`config.mk`:
```
export PLATFORM = sky130hd
export DESIGN_NAME = buffer_pool_free_list
export DESIGN_NICKNAME = d
export VERILOG_FILES = /design/src/bpfl_pkg.sv /design/src/buffer_pool_free_list.sv /design/src/bpfl_ram.sv
export SDC_FILE = /design/constraint.sdc
export NUM_CORES = 1
export LEC_CHECK = 0
export BUFFER_PORTS_ARGS = -buffer_cell sky130_fd_sc_hd__buf_2
export CORE_ASPECT_RATIO = 0.9
export CORE_MARGIN = 1
export CORE_UTILIZATION = 57
export CTS_CLUSTER_SIZE = 40
export DETAILED_ROUTE_END_ITERATION = 10
export PLACE_DENSITY = 0.76
export SKIP_CTS_REPAIR_TIMING = 1
export SYNTH_ARGS = -nofsm -noshare
export SYNTH_HDL_FRONTEND = slang
export SYNTH_HIERARCHICAL = 1
export SYNTH_SLANG_ARGS = --single-unit
```
`constraint.sdc`:
```
create_clock -name clk -period 5.7 [get_ports clk]
set_input_delay 0.285 -clock clk [delete_from_list [all_inputs] [get_ports clk]]
set_output_delay 0.285 -clock clk [all_outputs]
set_load 0.05 [all_outputs]
```
`src/bpfl_pkg.sv`:
```
// shared types, constants and sizes for the buffer pool free list
package bpfl_pkg;

    localparam int ENTRIES = 64;
    localparam int SLOT_W  = (ENTRIES > 1) ? $clog2(ENTRIES) : 1;
    localparam int CNT_W   = $clog2(ENTRIES + 1);

    typedef enum logic [1:0] {
        OP_ALLOC = 2'd0,
        OP_FREE  = 2'd1,
        OP_BAKE  = 2'd2
    } op_t;

    typedef enum logic [1:0] {
        RES_DONE    = 2'd0,
        RES_EMPTY   = 2'd1,
        RES_IGNORED = 2'd2
    } status_t;

    typedef enum logic [1:0] {
        SS_VACANT = 2'd0,
        SS_MAPPED = 2'd1,
        SS_BAKED  = 2'd2
    } slot_state_t;

    typedef enum logic {
        ST_IDLE = 1'b0,
        ST_EXEC = 1'b1
    } state_t;

    // one memory word per slot: its state and its vacant list link
    typedef struct packed {
        slot_state_t          st;
        logic [SLOT_W-1:0]    link;
    } entry_t;

    localparam int ENTRY_W = $bits(entry_t);

endpackage

```
`src/buffer_pool_free_list.sv`:
```
// buffer pool allocator: lifo vacant list of slots kept in one ram
//
//  channel | handshake            | payload
//  --------+----------------------+------------------------------------------
//  req     | req_valid, req_stall | op, slot_index
//  rsp     | rsp_valid, rsp_stall | status, granted_slot, vacant_count
//
// a request is accepted in the idle state, where the ram reads the slot word; in
// the execute state, once the response is free, the word is written back and the
// response register loaded; the single ram read port, being registered, sets this split
// reset: per slot valid flops are cleared, an entry never written reads as
// vacant and linked to the next slot, head is slot zero, all slots vacant
// a stalled response holds the request in the execute state until it drains
module buffer_pool_free_list (
    input  logic                        clk,
    input  logic                        rst_n,
    input  logic                        req_valid,
    output logic                        req_stall,
    input  logic [1:0]                  op,
    input  logic [7:0]                  slot_index,
    output logic                        rsp_valid,
    input  logic                        rsp_stall,
    output logic [1:0]                  status,
    output logic [7:0]                  granted_slot,
    output logic [8:0]                  vacant_count
);

    localparam int SW = bpfl_pkg::SLOT_W;
    localparam int CW = bpfl_pkg::CNT_W;

    // control state
    bpfl_pkg::state_t               state_reg, state_next;
    logic [bpfl_pkg::ENTRIES-1:0]   valid_reg, valid_next;
    logic [SW-1:0]                  head_reg, head_next;
    logic [CW-1:0]                  total_reg, total_next;
    logic                           rsp_valid_reg, rsp_valid_next;

    // captured request
    logic [1:0]                     op_reg, op_next;
    logic                           in_range_reg, in_range_next;
    logic [SW-1:0]                  addr_reg, addr_next;

    // response payload
    logic [1:0]                     status_reg, status_next;
    logic [SW-1:0]                  granted_reg, granted_next;

    // ram interface
    logic                           ram_we;
    logic [SW-1:0]                  ram_raddr;
    logic [bpfl_pkg::ENTRY_W-1:0]   ram_rdata;
    bpfl_pkg::entry_t               wr_word;
    bpfl_pkg::entry_t               rd_word;
    bpfl_pkg::entry_t               cur_word;
    logic [SW-1:0]                  reset_link;

    logic                           accept;
    logic                           finish;
    logic                           rsp_free;

    bpfl_ram #(
        .WIDTH (bpfl_pkg::ENTRY_W),
        .DEPTH (bpfl_pkg::ENTRIES)
    ) u_slot_ram (
        .clk   (clk),
        .we    (ram_we),
        .waddr (addr_reg),
        .wdata (wr_word),
        .raddr (ram_raddr),
        .rdata (ram_rdata)
    );

    assign rd_word = bpfl_pkg::entry_t'(ram_rdata);

    // an entry never written still holds its reset contents
    assign reset_link = (addr_reg == SW'(bpfl_pkg::ENTRIES - 1)) ? '0 : addr_reg + SW'(1);

    always_comb
    begin
        if (valid_reg[addr_reg])
        begin
            cur_word = rd_word;
        end
        else
        begin
            cur_word.st   = bpfl_pkg::SS_VACANT;
            cur_word.link = reset_link;
        end
    end

    assign rsp_free = !rsp_valid_reg || !rsp_stall;

    // fsm next state
    always_comb
    begin
        state_next = state_reg;
        unique case (state_reg)
            bpfl_pkg::ST_IDLE:
            begin
                if (req_valid)
                begin
                    state_next = bpfl_pkg::ST_EXEC;
                end
            end
            bpfl_pkg::ST_EXEC:
            begin
                if (rsp_free)
                begin
                    state_next = bpfl_pkg::ST_IDLE;
                end
            end
            default:
            begin
                state_next = bpfl_pkg::ST_IDLE;
            end
        endcase
    end

    // fsm outputs
    always_comb
    begin
        req_stall = 1'b1;
        finish    = 1'b0;
        unique case (state_reg)
            bpfl_pkg::ST_IDLE:
            begin
                req_stall = 1'b0;
            end
            bpfl_pkg::ST_EXEC:
            begin
                finish = rsp_free;
            end
            default:
            begin
                req_stall = 1'b1;
            end
        endcase
    end

    assign accept = req_valid && !req_stall;

    // read address: head for allocate, the named slot otherwise;
    // held from the captured request while executing
    always_comb
    begin
        op_next       = op_reg;
        in_range_next = in_range_reg;
        addr_next     = addr_reg;
        if (accept)
        begin
            op_next       = op;
            in_range_next = ({1'b0, slot_index} < 9'(bpfl_pkg::ENTRIES));
            addr_next     = (op == bpfl_pkg::OP_ALLOC) ? head_reg : slot_index[SW-1:0];
        end
    end

    assign ram_raddr = accept ? addr_next : addr_reg;

    // read-modify-write of the slot word
    always_comb
    begin
        ram_we       = 1'b0;
        wr_word      = cur_word;
        head_next    = head_reg;
        total_next   = total_reg;
        valid_next   = valid_reg;
        status_next  = status_reg;
        granted_next = granted_reg;
        if (finish)
        begin
            status_next  = bpfl_pkg::RES_IGNORED;
            granted_next = '0;
            unique case (op_reg)
                bpfl_pkg::OP_ALLOC:
                begin
                    if (total_reg == '0)
                    begin
                        status_next = bpfl_pkg::RES_EMPTY;
                    end
                    else
                    begin
                        // pop the head
                        ram_we       = 1'b1;
                        wr_word.st   = bpfl_pkg::SS_MAPPED;
                        head_next    = cur_word.link;
                        total_next   = total_reg - CW'(1);
                        status_next  = bpfl_pkg::RES_DONE;
                        granted_next = addr_reg;
                    end
                end
                bpfl_pkg::OP_FREE:
                begin
                    if (in_range_reg && cur_word.st != bpfl_pkg::SS_VACANT)
                    begin
                        // push onto the head
                        ram_we        = 1'b1;
                        wr_word.st    = bpfl_pkg::SS_VACANT;
                        wr_word.link  = head_reg;
                        head_next     = addr_reg;
                        total_next    = total_reg + CW'(1);
                        status_next   = bpfl_pkg::RES_DONE;
                    end
                end
                bpfl_pkg::OP_BAKE:
                begin
                    if (in_range_reg && cur_word.st == bpfl_pkg::SS_MAPPED)
                    begin
                        ram_we      = 1'b1;
                        wr_word.st  = bpfl_pkg::SS_BAKED;
                        status_next = bpfl_pkg::RES_DONE;
                    end
                end
                default:
                begin
                    status_next = bpfl_pkg::RES_IGNORED;
                end
            endcase
            if (ram_we)
            begin
                valid_next[addr_reg] = 1'b1;
            end
        end
    end

    always_comb
    begin
        rsp_valid_next = rsp_valid_reg;
        if (finish)
        begin
            rsp_valid_next = 1'b1;
        end
        else if (rsp_valid_reg && !rsp_stall)
        begin
            rsp_valid_next = 1'b0;
        end
    end

    always_ff @(posedge clk or negedge rst_n)
    begin
        if (!rst_n)
        begin
            state_reg     <= bpfl_pkg::ST_IDLE;
            valid_reg     <= '0;
            head_reg      <= '0;
            total_reg     <= CW'(bpfl_pkg::ENTRIES);
            rsp_valid_reg <= 1'b0;
        end
        else
        begin
            state_reg     <= state_next;
            valid_reg     <= valid_next;
            head_reg      <= head_next;
            total_reg     <= total_next;
            rsp_valid_reg <= rsp_valid_next;
        end
    end

    always_ff @(posedge clk)
    begin
        op_reg       <= op_next;
        in_range_reg <= in_range_next;
        addr_reg     <= addr_next;
        status_reg   <= status_next;
        granted_reg  <= granted_next;
    end

    // the count only moves when a response is loaded, so it tracks the
    // response register without a copy of its own
    assign rsp_valid    = rsp_valid_reg;
    assign status       = status_reg;
    assign granted_slot = 8'(granted_reg);
    assign vacant_count = 9'(total_reg);

endmodule

```
`src/bpfl_ram.sv`:
```
// generic single write port, single read port ram with registered read
module bpfl_ram #(
    parameter int WIDTH = 8,
    parameter int DEPTH = 64
) (
    input  logic                                      clk,
    input  logic                                      we,
    input  logic [((DEPTH > 1) ? $clog2(DEPTH) : 1)-1:0] waddr,
    input  logic [WIDTH-1:0]                          wdata,
    input  logic [((DEPTH > 1) ? $clog2(DEPTH) : 1)-1:0] raddr,
    output logic [WIDTH-1:0]                          rdata
);

    logic [WIDTH-1:0] mem [DEPTH];
    logic [WIDTH-1:0] rdata_reg;

    always_ff @(posedge clk)
    begin
        if (we)
        begin
            mem[waddr] <= wdata;
        end
        rdata_reg <= mem[raddr];
    end

    assign rdata = rdata_reg;

endmodule
```
==> out/results.ini <==
[worst_hold_path]
hold_path_class = input pin to flop

[layout]
drive_gt1_frac = 0.260
fin_cells = 2094
fillerInstances = 2860
area_growth_pct = 10.4
regArea_um2 = 18000
finalNetCount = 1476
final_cell_mix = edfxtp_1, mux4_2, nor2_1, dfrtp_1, a31o_2
multi_input_area_um2 = 6930
antennaDiodeCount = 0
final_common_cell = edfxtp_1
largest_reg_flops = 512

[global_route]
grt_max_degree = 99
grt_util_all_layers = 0.257
antenna_found_initial = 0
grt_overflow = 0
grt_pass1_vias = 13700
grt_pass1_wl_mm = 85.8

[die]
fp.dieArea_um2 = 45400
row_count = 72
start_util = 0.585
die_y_um = 202
die-width_um = 224
core_area_um2 = 43400
top_level_ports = 35

[clock_network]
clk_latency_ps = 620
clockBufferDepth = 3
cts-root-buf = clkbuf_16
path_clk_slew_ps = 60
cts_tree = built
numCtsBuffers = 58
numClockSinks = 616
htree_levels = 2

[flow_run]
maxCapViolations = 0

[timing]
slew_viol_final = 0
setup_viol = 0
period_share = 0.794
rsz0062_at_grt = false
fin_skew_ps = 24.7
min_period_ps = 4520
slew_headroom = 0.241
tightest_slew_ps = 1140
fin_setup_tns_ps = 0
hold_violations = 0
fmax_ghz = 0.221
hold_ws_ps = 287

[synthesis]
async_reset_ff_frac = 0.128
yosys.area.top_type = edfxtp_1
avgSynthCellArea_um2 = 18.0
synth_area_um2 = 25400
ys_seq_elements = 616
synth_warnings = 6
ys_seq_area_frac = 0.708
syn_inst = 1414
ys_dominant_reg_cell = edfxtp_1
synth.distinct_cells = 85
synth_top_area_share = 0.619
synth_edf_count = 523
synthTopCellsByArea = edfxtp_1, mux4_2, dfrtp_1

[placed_design]
dp_cells = 1980
hpwlAfterDp_mm = 34.4
gp_routability_congestion = 0.843
portBuffers = 30

[pwr]
vdd_drop_max_uv = 392
power_per_cell_area_nw_per_um2 = 571
leakage_nw = 9.33

[detailed_routing]
drc = 0
wl_per_cell_um = 27.1
routed_wl_mm = 56.8
antenna_left = 0
viasPerCell = 6.57
first_iter_violations = 1792
vias = 13800
drtPass1Iterations = 5

[setup_path]
critPathCapture = u_slot_ram/mem[62][1]
startpoint = addr_reg[2]
end_kind = flop
critical_path_class = flop to flop
worstPathArrival_ps = 4760
cp-start-kind = flop
reg2reg_from = addr_reg[2]
reg2reg_depth = 9
ff2ff_setup_slack_ps = 1180
crit_path_max_fanout = 50
cp.required_ps = 5940
reg2reg_to = u_slot_ram/mem[62][1]

[run_status]
status = finished clean

-- power breakdown --
part,leakage (nW),internal [mW],total (mW),switching [mW]
sequential,5.93,6.27,6.61,0.348
clock,0.893,2.10,3.70,1.61
combinational,2.50,1.96,5.68,3.72
total,9.33,10.3,16.0,5.68
-- metal layers --
metal / share of wire / vias up / track usage
met3: 0.099 / 95 / 0.0526
met5: 0 / - / 0
li1: - / 5774 / -
met2: 0.46 / 749 / 0.387
met4: 0.025 / 0 / 0.0833
met1: 0.41 / 7135 / 0.380
-- cells in the mapped netlist, types with 7 or more instances --
cell and instances:
xnor2_1 7, nand3b_1 10, buf_2 16, mux2i_1 48, nand2_1 46, mux4_2 128
buf_1 9, nor2_1 102, nand3_1 21, nor4_1 9, edfxtp_1 523, a31o_2 61
and2_1 12, a211oi_1 13, buf_6 16, o21ai_0 21, mux2_2 18, buf_4 21
clkbuf_1 31, nor3_1 16, inv_1 7, a221oi_1 8, nand2b_1 15, dfxtp_1 14
nor2b_1 18, o22ai_1 10, dfrtp_1 78, o221ai_1 8, a21oi_1 13
-- area by class of cell --
class / count / share of cell area
flip-flops and latches: 616 / 0.641
multi-input cells: 696 / 0.247
clock buffers: 75 / 0.0556
well taps: 592 / 0.0264
repair buffers: 74 / 0.0192
clock inverters: 32 / 0.00898
inverters: 9 / 0.00121
-- worst min-delay path by stage --
stage                             start            end  slack [ps]  cells after the start
after floorplan                   rst_n    head_reg[0]         -10                      0
after global placement    valid_reg[60]  valid_reg[60]         440                      1
after detailed placement  valid_reg[60]  valid_reg[60]         450                      1
after CTS                         op[0]      op_reg[0]        -170                      1
after global routing      slot_index[5]    addr_reg[5]         320                      4
final                     slot_index[5]    addr_reg[5]         290                      4
-- through the flow --
stage | instance area (µm²) | power, mW | setup slack [ps] | utilization
after floorplan | 25400 | 10.5 | 116 | -
after global placement | 26100 | 12.1 | 1470 | 0.602
after detailed placement | 26100 | 12.3 | 1300 | 0.602
after CTS | 27900 | 16.0 | 1260 | 0.644
after global routing | 28000 | 16.6 | 890 | 0.645
final | 28000 | 16.0 | 1180 | 0.645
-- worst max-delay path, stage by stage, from the launching register on --
cell and delay [ps]:
dfxtp_2 990, nor2_1 290, a22o_1 270, nor4b_1 370, or4b_4 280, nor3_4 70, o21ai_4 280, nor2b_1 300
nand3_1 450, nor2_1 820
-- cell families after synthesis --
group / synth area share
buffers and inverters: 0.0255
multiplexers: 0.142
other: 0.000148
flip-flops: 0.708
adder cells (fa/ha/maj): 0.00375
XOR/XNOR: 0.00380
AO/OA/AOI/OAI: 0.0581
AND/OR/NAND/NOR: 0.0589
(Power assumes the default switching activity.)
